<file path="src/rtl/core/tes_pkg.sv">
package tes_pkg;

  // Encoding class codes
  localparam logic [2:0] CLS_UTF8    = 3'd0;
  localparam logic [2:0] CLS_UTF16LE = 3'd1;
  localparam logic [2:0] CLS_UTF16BE = 3'd2;
  localparam logic [2:0] CLS_UTF32LE = 3'd3;
  localparam logic [2:0] CLS_UTF32BE = 3'd4;
  localparam logic [2:0] CLS_ASCII   = 3'd5;
  localparam logic [2:0] CLS_LATIN1  = 3'd6;

  // Mark bytes
  localparam logic [7:0] BYTE_EF = 8'hEF;
  localparam logic [7:0] BYTE_BB = 8'hBB;
  localparam logic [7:0] BYTE_BF = 8'hBF;
  localparam logic [7:0] BYTE_FF = 8'hFF;
  localparam logic [7:0] BYTE_FE = 8'hFE;
  localparam logic [7:0] BYTE_00 = 8'h00;

  // UTF-8 lead / continuation masks
  localparam logic [7:0] MASK_C0 = 8'hC0;
  localparam logic [7:0] MASK_E0 = 8'hE0;
  localparam logic [7:0] MASK_F0 = 8'hF0;
  localparam logic [7:0] MASK_F8 = 8'hF8;
  localparam logic [7:0] PAT_80  = 8'h80;
  localparam logic [7:0] PAT_C0  = 8'hC0;
  localparam logic [7:0] PAT_E0  = 8'hE0;
  localparam logic [7:0] PAT_F0  = 8'hF0;

  localparam logic [2:0] HEAD_FULL = 3'd4;

  // Running summary of one buffer
  typedef struct packed {
    logic [31:0] head;       // byte k in bits 8k+7..8k
    logic [2:0]  count;      // saturates at HEAD_FULL
    logic        ascii_only;
    logic        utf8_valid;
    logic [1:0]  pending;    // continuation bytes still expected
  } scan_t;

  localparam scan_t SCAN_RESET = '{head: 32'h0, count: 3'd0, ascii_only: 1'b1,
                                   utf8_valid: 1'b1, pending: 2'd0};

endpackage

</file>
<file path="src/rtl/core/tes_tracker.sv">
module tes_tracker
  import tes_pkg::*;
(
  input  logic       clk,
  input  logic       rst,
  input  logic       fire,
  input  logic       byte_present,
  input  logic [7:0] data_byte,
  input  logic       last_item,
  output scan_t      scan_next
);

  scan_t scan;

  always_comb begin
    scan_next = scan;
    if (byte_present) begin
      if (scan.count != HEAD_FULL) begin
        for (int k = 0; k < 4; k++) begin
          if (scan.count[1:0] == 2'(k)) scan_next.head[8*k +: 8] = data_byte;
        end
        scan_next.count = scan.count + 3'd1;
      end
      if (data_byte[7]) scan_next.ascii_only = 1'b0;
      if (scan.utf8_valid) begin
        priority if (scan.pending != 2'd0) begin
          if ((data_byte & MASK_C0) != PAT_80) begin
            scan_next.utf8_valid = 1'b0;
            scan_next.pending    = 2'd0;
          end else begin
            scan_next.pending = scan.pending - 2'd1;
          end
        end else if (!data_byte[7]) begin
          scan_next.pending = 2'd0;
        end else if ((data_byte & MASK_E0) == PAT_C0) begin
          scan_next.pending = 2'd1;
        end else if ((data_byte & MASK_F0) == PAT_E0) begin
          scan_next.pending = 2'd2;
        end else if ((data_byte & MASK_F8) == PAT_F0) begin
          scan_next.pending = 2'd3;
        end else begin
          scan_next.utf8_valid = 1'b0;
        end
      end
    end
  end

  always_ff @(posedge clk) begin
    if (rst) begin
      scan <= SCAN_RESET;
    end else if (fire) begin
      scan <= last_item ? SCAN_RESET : scan_next;
    end
  end

  a_count_sat: assert property (@(posedge clk) disable iff (rst)
    scan.count <= HEAD_FULL) else $error("byte count past saturation");

  a_pend_valid: assert property (@(posedge clk) disable iff (rst)
    (scan.pending != 2'd0) |-> scan.utf8_valid)
    else $error("continuations pending after UTF-8 error");

  a_clear_end: assert property (@(posedge clk) disable iff (rst)
    fire && last_item |=> scan.count == 3'd0 && scan.ascii_only && scan.utf8_valid
      && scan.pending == 2'd0 && scan.head == 32'h0)
    else $error("summary not cleared after buffer end");

endmodule

</file>
<file path="src/rtl/core/tes_classify.sv">
module tes_classify
  import tes_pkg::*;
(
  input  scan_t      scan,
  output logic [2:0] encoding_class,
  output logic       bom_found
);

  logic [7:0] b0, b1, b2, b3;

  assign b0 = scan.head[7:0];
  assign b1 = scan.head[15:8];
  assign b2 = scan.head[23:16];
  assign b3 = scan.head[31:24];

  always_comb begin
    bom_found      = 1'b1;
    encoding_class = CLS_UTF8;
    priority if (scan.count == 3'd0) begin
      bom_found = 1'b0;
    end else if (scan.count >= 3'd3 && b0 == BYTE_EF && b1 == BYTE_BB && b2 == BYTE_BF) begin
      encoding_class = CLS_UTF8;
    end else if (scan.count == HEAD_FULL && b0 == BYTE_FF && b1 == BYTE_FE
                 && b2 == BYTE_00 && b3 == BYTE_00) begin
      encoding_class = CLS_UTF32LE;
    end else if (scan.count >= 3'd2 && b0 == BYTE_FF && b1 == BYTE_FE) begin
      encoding_class = CLS_UTF16LE;
    end else if (scan.count >= 3'd2 && b0 == BYTE_FE && b1 == BYTE_FF) begin
      encoding_class = CLS_UTF16BE;
    end else if (scan.count == HEAD_FULL && b0 == BYTE_00 && b1 == BYTE_00
                 && b2 == BYTE_FE && b3 == BYTE_FF) begin
      encoding_class = CLS_UTF32BE;
    end else begin
      bom_found = 1'b0;
      priority if (scan.ascii_only) begin
        encoding_class = CLS_ASCII;
      end else if (scan.utf8_valid && scan.pending == 2'd0) begin
        encoding_class = CLS_UTF8;
      end else begin
        encoding_class = CLS_LATIN1;
      end
    end
  end

endmodule

</file>
<file path="src/rtl/core/text_encoding_sniffer_core.sv">
// Text encoding sniffer. Feed a buffer one byte per input transaction
// (byte_present = 1) and mark the final transaction with last_item; an
// end-only transaction (byte_present = 0, last_item = 1) closes the buffer,
// including an empty one. Each buffer yields exactly one output transaction:
// encoding_class (0 UTF-8, 1 UTF-16LE, 2 UTF-16BE, 3 UTF-32LE, 4 UTF-32BE,
// 5 ASCII, 6 Latin-1) and bom_found. A byte order mark wins, checked as
// UTF-8, UTF-32LE, UTF-16LE, UTF-16BE, UTF-32BE; otherwise all-ASCII, then
// valid UTF-8 (an unfinished sequence at the end is invalid), else Latin-1.
// Throughput is one transaction per clock while in_stall is low: the
// per-byte summary update and the classification are combinational logic
// between the input register and the result register. The end-of-buffer
// transaction passes through the input register and then loads the result
// register, raising out_valid. in_stall rises only when an end-of-buffer
// transaction waits in the input register while the previous result is
// still held by out_stall. State clears after each buffer, so buffers may
// follow each other without gaps.
module text_encoding_sniffer_core
  import tes_pkg::*;
(
  input  logic       clk,
  input  logic       rst,
  // input channel
  input  logic       in_valid,
  output logic       in_stall,
  input  logic       byte_present,
  input  logic [7:0] data_byte,
  input  logic       last_item,
  // output channel
  output logic       out_valid,
  input  logic       out_stall,
  output logic [2:0] encoding_class,
  output logic       bom_found
);

  // Input register
  logic       s1_valid;
  logic       s1_present;
  logic [7:0] s1_byte;
  logic       s1_last;
  logic       s1_move;
  logic       s1_fire;

  scan_t      scan_next;
  logic [2:0] cls_next;
  logic       bom_next;

  // The input register drains unless it holds a buffer end and the result
  // slot is occupied and not being taken.
  assign s1_move  = !s1_valid || !s1_last || !out_valid || !out_stall;
  assign s1_fire  = s1_valid && s1_move;
  assign in_stall = !s1_move;

  always_ff @(posedge clk) begin
    if (rst) begin
      s1_valid <= 1'b0;
    end else if (s1_move) begin
      s1_valid <= in_valid;
    end
  end

  always_ff @(posedge clk) begin
    if (s1_move && in_valid) begin
      s1_present <= byte_present;
      s1_byte    <= data_byte;
      s1_last    <= last_item;
    end
  end

  tes_tracker u_tracker (
    .clk          (clk),
    .rst          (rst),
    .fire         (s1_fire),
    .byte_present (s1_present),
    .data_byte    (s1_byte),
    .last_item    (s1_last),
    .scan_next    (scan_next)
  );

  // Classification sees the summary including this transaction's byte
  tes_classify u_classify (
    .scan           (scan_next),
    .encoding_class (cls_next),
    .bom_found      (bom_next)
  );

  // Result register
  always_ff @(posedge clk) begin
    if (rst) begin
      out_valid <= 1'b0;
    end else if (s1_fire && s1_last) begin
      out_valid <= 1'b1;
    end else if (!out_stall) begin
      out_valid <= 1'b0;
    end
  end

  always_ff @(posedge clk) begin
    if (s1_fire && s1_last) begin
      encoding_class <= cls_next;
      bom_found      <= bom_next;
    end
  end

  a_stall_cause: assert property (@(posedge clk) disable iff (rst)
    in_stall |-> s1_valid && s1_last && out_valid && out_stall)
    else $error("input stalled without a blocked result");

  a_bom_class: assert property (@(posedge clk) disable iff (rst)
    out_valid && bom_found |-> encoding_class != CLS_ASCII && encoding_class != CLS_LATIN1)
    else $error("mark reported with a non-mark class");

  a_result_load: assert property (@(posedge clk) disable iff (rst)
    s1_fire && s1_last |=> out_valid)
    else $error("buffer end produced no result");

endmodule

</file>
<file path="config.mk">
export PLATFORM = sky130hd
export DESIGN_NAME = text_encoding_sniffer_core
export DESIGN_NICKNAME = d
export VERILOG_FILES = /design/src/rtl/core/tes_pkg.sv /design/src/rtl/core/tes_tracker.sv /design/src/rtl/core/tes_classify.sv /design/src/rtl/core/text_encoding_sniffer_core.sv
export SDC_FILE = /design/constraint.sdc
export NUM_CORES = 1
export LEC_CHECK = 0
export BUFFER_PORTS_ARGS = -buffer_cell sky130_fd_sc_hd__buf_2
export CAP_MARGIN = 25
export CORE_MARGIN = 2
export CORE_UTILIZATION = 55
export DETAILED_ROUTE_END_ITERATION = 7
export MAX_ROUTING_LAYER = met4
export PLACE_DENSITY = 0.74
export SETUP_SLACK_MARGIN = 0.1
export SLEW_MARGIN = 10
export SYNTH_ARGS = -nofsm -noshare
export SYNTH_HDL_FRONTEND = slang
export SYNTH_SLANG_ARGS = --single-unit
</file>
<file path="constraint.sdc">
create_clock -name clk -period 4.01 [get_ports clk]
set_input_delay 0.6015 -clock clk [delete_from_list [all_inputs] [get_ports clk]]
set_output_delay 0.6015 -clock clk [all_outputs]
set_load 0.005 [all_outputs]
</file>
==> impl_metrics.json <==
{
  "outcome": "completed",
  "num_vias": 2746,
  "vdd_drop_max_v": 0.000237,
  "ys_ff_latch": 55,
  "yosys_warnings": 0,
  "max-cap-violations": 0,
  "coreArea_mm2": 0.00514,
  "synth_edf_count": 14,
  "grt_max_degree": 41,
  "finalSetupViolations": 0,
  "firstDrtPassIters": 5,
  "cts_buffers": 5,
  "synth_area_leaders": "dfxtp_1 (28%), edfxtp_1 (14%), a22oi_1 (7.4%)",
  "cts_root_buf": "clkbuf_8",
  "wirelength_um": 7510,
  "slew_headroom": 0.464,
  "syn_nets": 373,
  "diodes": 0,
  "fin_util": 0.613,
  "fin_crit_sh": 0.728,
  "grt_pass1_wl_um": 12700,
  "synthFlopType": "dfxtp_1",
  "rsz0062_at_grt": "false",
  "wl_per_cell_um": 17.3,
  "cts_tree": "yes",
  "die_h_um": 77.4,
  "clock_latency_ns": 0.32,
  "crit_arrival_ns": 3.00,
  "dieArea_mm2": 0.00598,
  "r2r.worst_path.cells": 9,
  "criticalPathCategory": "reg -> reg",
  "rows": 26,
  "cts.repair.resized": 0,
  "p_per_area_mw_per_mm2": 327,
  "ant_nets": 0,
  "r2r_end": "encoding_class[1]",
  "antenna_found_initial": 0,
  "netlist_instances": 354,
  "dr_wl_met2_um": 3550,
  "fp.dieW_um": 77.4,
  "min_to": "s1_byte[2]",
  "fillers": 490,
  "post-cts-setup-buffers": 0,
  "yosysSeqAreaShare": 0.419,
  "min_period_ns": 2.92,
  "slew_viol_final": 0,
  "nets": 381,
  "required_ns": 4.09,
  "io_buffers": 19,
  "grtUsageTotal": 0.272,
  "drt_iter0_markers": 313,
  "max_freq_ghz": 0.343,
  "start_util": 0.576,
  "finalClockSkew_ns": 0.00988,
  "hp-start": "data_byte[2]",
  "min_delay_path_depth": 1,
  "cts_hold_buf": 0,
  "r2r_start": "u_tracker.scan[4]",
  "cp_max_fo": 16,
  "drive_gt1_frac": 0.113,
  "clock_path_buffers": 2,
  "routed.top_layer": "met4",
  "netlist_area_mm2": 0.00296,
  "io_pins": 20,
  "grt-ovfl-total": 0,
  "finalHoldViolations": 0,
  "setup_tns_ns": 0,
  "avgSynthCellArea_um2": 8.36,
  "yosysTopAreaCellShare": 0.277,
  "ys_types": 58,
  "clock_sinks": 55,
  "drt-met1-wl_um": 3470,
  "clk_pin_slew_ns": 0.11,
  "whs_ns": 0.447,
  "tightest_slew_ns": 0.802,
  "synth_top_area_cell": "dfxtp_1",
  "grt_pass1_vias": 2588,
  "cts_max_level": 2,
  "via_per_inst": 6.34,
  "p_leak_nw": 1.10,
  "dp_hpwl_um": 5340,
  "area_delta_synth_final_pct": 6.47,
  "startpoint_type": "flop",
  "async_flop_share": 0,
  "crit_path_end_kind": "flop",
  "met3_length_um": 389,
  "drc": 0,
  "ff2ff_setup_slack_ns": 1.09,
  "place_congestion": 0.999,
  "hold_class": "in -> reg"
}
worst max-delay path, stage by stage (launching register included):
cell      delay (ns)
dfxtp_1         0.48
inv_1           0.18
ha_1            0.32
a21boi_4        0.43
and2_1          0.29
a31o_2          0.18
nand3_1         0.10
nand4b_1        0.30
a311oi_1        0.33
nor3_1          0.08
report_power, final:
group	switching (mW)	internal, mW
sequential	0.0259	0.581
combinational	0.0566	0.0328
clock	0.204	0.132
total	0.286	0.745
registers in the layout, summed over array words and instances, names as in the netlist:
name,cells
encoding_class,3
s1_last,1
out_valid,1
s1_valid,1
u_tracker.scan,39
s1_present,1
s1_byte,8
bom_found,1
cells in the final DEF, fill, tap and decap left out, types with 3 or more instances in the layout:
master	n
nand3_1	16
a21oi_1	20
a31oi_1	5
dfxtp_1	41
buf_2	19
and3_1	4
edfxtp_1	14
a311oi_1	4
and2_1	3
nor4_1	13
ha_1	5
nor2_1	57
nand2b_1	4
inv_1	11
o21ai_1	3
nand4_1	11
nor2b_1	3
o21ai_0	8
nand2_1	31
nor3_1	9
a22oi_1	29
clkbuf_8	5
worst max-delay path by stage:
stage	startpoint	end	slack (ns)	cells after the start
after floorplan	u_tracker.scan[4]	encoding_class[1]	1.51	8
final	u_tracker.scan[4]	encoding_class[1]	1.09	9
after CTS	u_tracker.scan[4]	encoding_class[1]	1.14	9
after global placement	u_tracker.scan[4]	encoding_class[1]	1.25	9
after global routing	u_tracker.scan[4]	encoding_class[1]	0.88	9
after detailed placement	u_tracker.scan[4]	encoding_class[1]	1.16	9
cell type report:
| type | count | area, um^2 | area share |
|---|---|---|---|
| Clock buffer | 5 | 68.8 | 0.0218 |
| Clock inverter | 3 | 33.8 | 0.0107 |
| Sequential cell | 55 | 1240 | 0.394 |
| Multi-Input combinational cell | 269 | 1580 | 0.500 |
| Tap cell | 70 | 87.6 | 0.0278 |
| Inverter | 11 | 41.3 | 0.0131 |
| Timing Repair Buffer | 20 | 103 | 0.0326 |
stage by stage:
step	total power, mW	instances	cell area [um^2]	setup slack, ns
floorplan	0.679	354	2960	1.51
global placement	0.706	425	3050	1.25
detailed placement	0.707	425	3050	1.16
CTS	1.04	433	3150	1.14
global route	1.07	433	3150	0.882
finish	1.03	433	3150	1.09
synthesized netlist by cell type, types with 4 or more instances:
cell,instances
ha_1,5
edfxtp_1,14
dfxtp_1,41
nand2b_1,4
inv_1,11
buf_2,5
nor2_1,57
o21ai_0,8
nor4_1,13
nand2_1,31
nand3_1,16
a311oi_1,4
and3_1,4
a21oi_1,20
nand4_1,11
a31oi_1,5
nor3_1,9
a22oi_1,29
clkbuf_1,9
kinds of logic (layout without fill, tap and decap cells):
family          count (synthesis)  count (layout)  share of synthesized area
compound gates                 89              89                      0.207
xor+xnor                        2               2                    0.00592
fa+ha+maj                       5               5                     0.0211
buf+inv                        30              39                     0.0482
flops                          55              55                      0.419
mux                             4               4                     0.0165
simple gates                  169             169                      0.282
metal layers:
layer	track usage	vias to the layer above
li1	-	1330
met1	0.359	1305
met2	0.436	99
met3	0.0360	12
met4	0.0911	0
met5	-	-
Note: power is estimated with default switching activity, not from simulation.
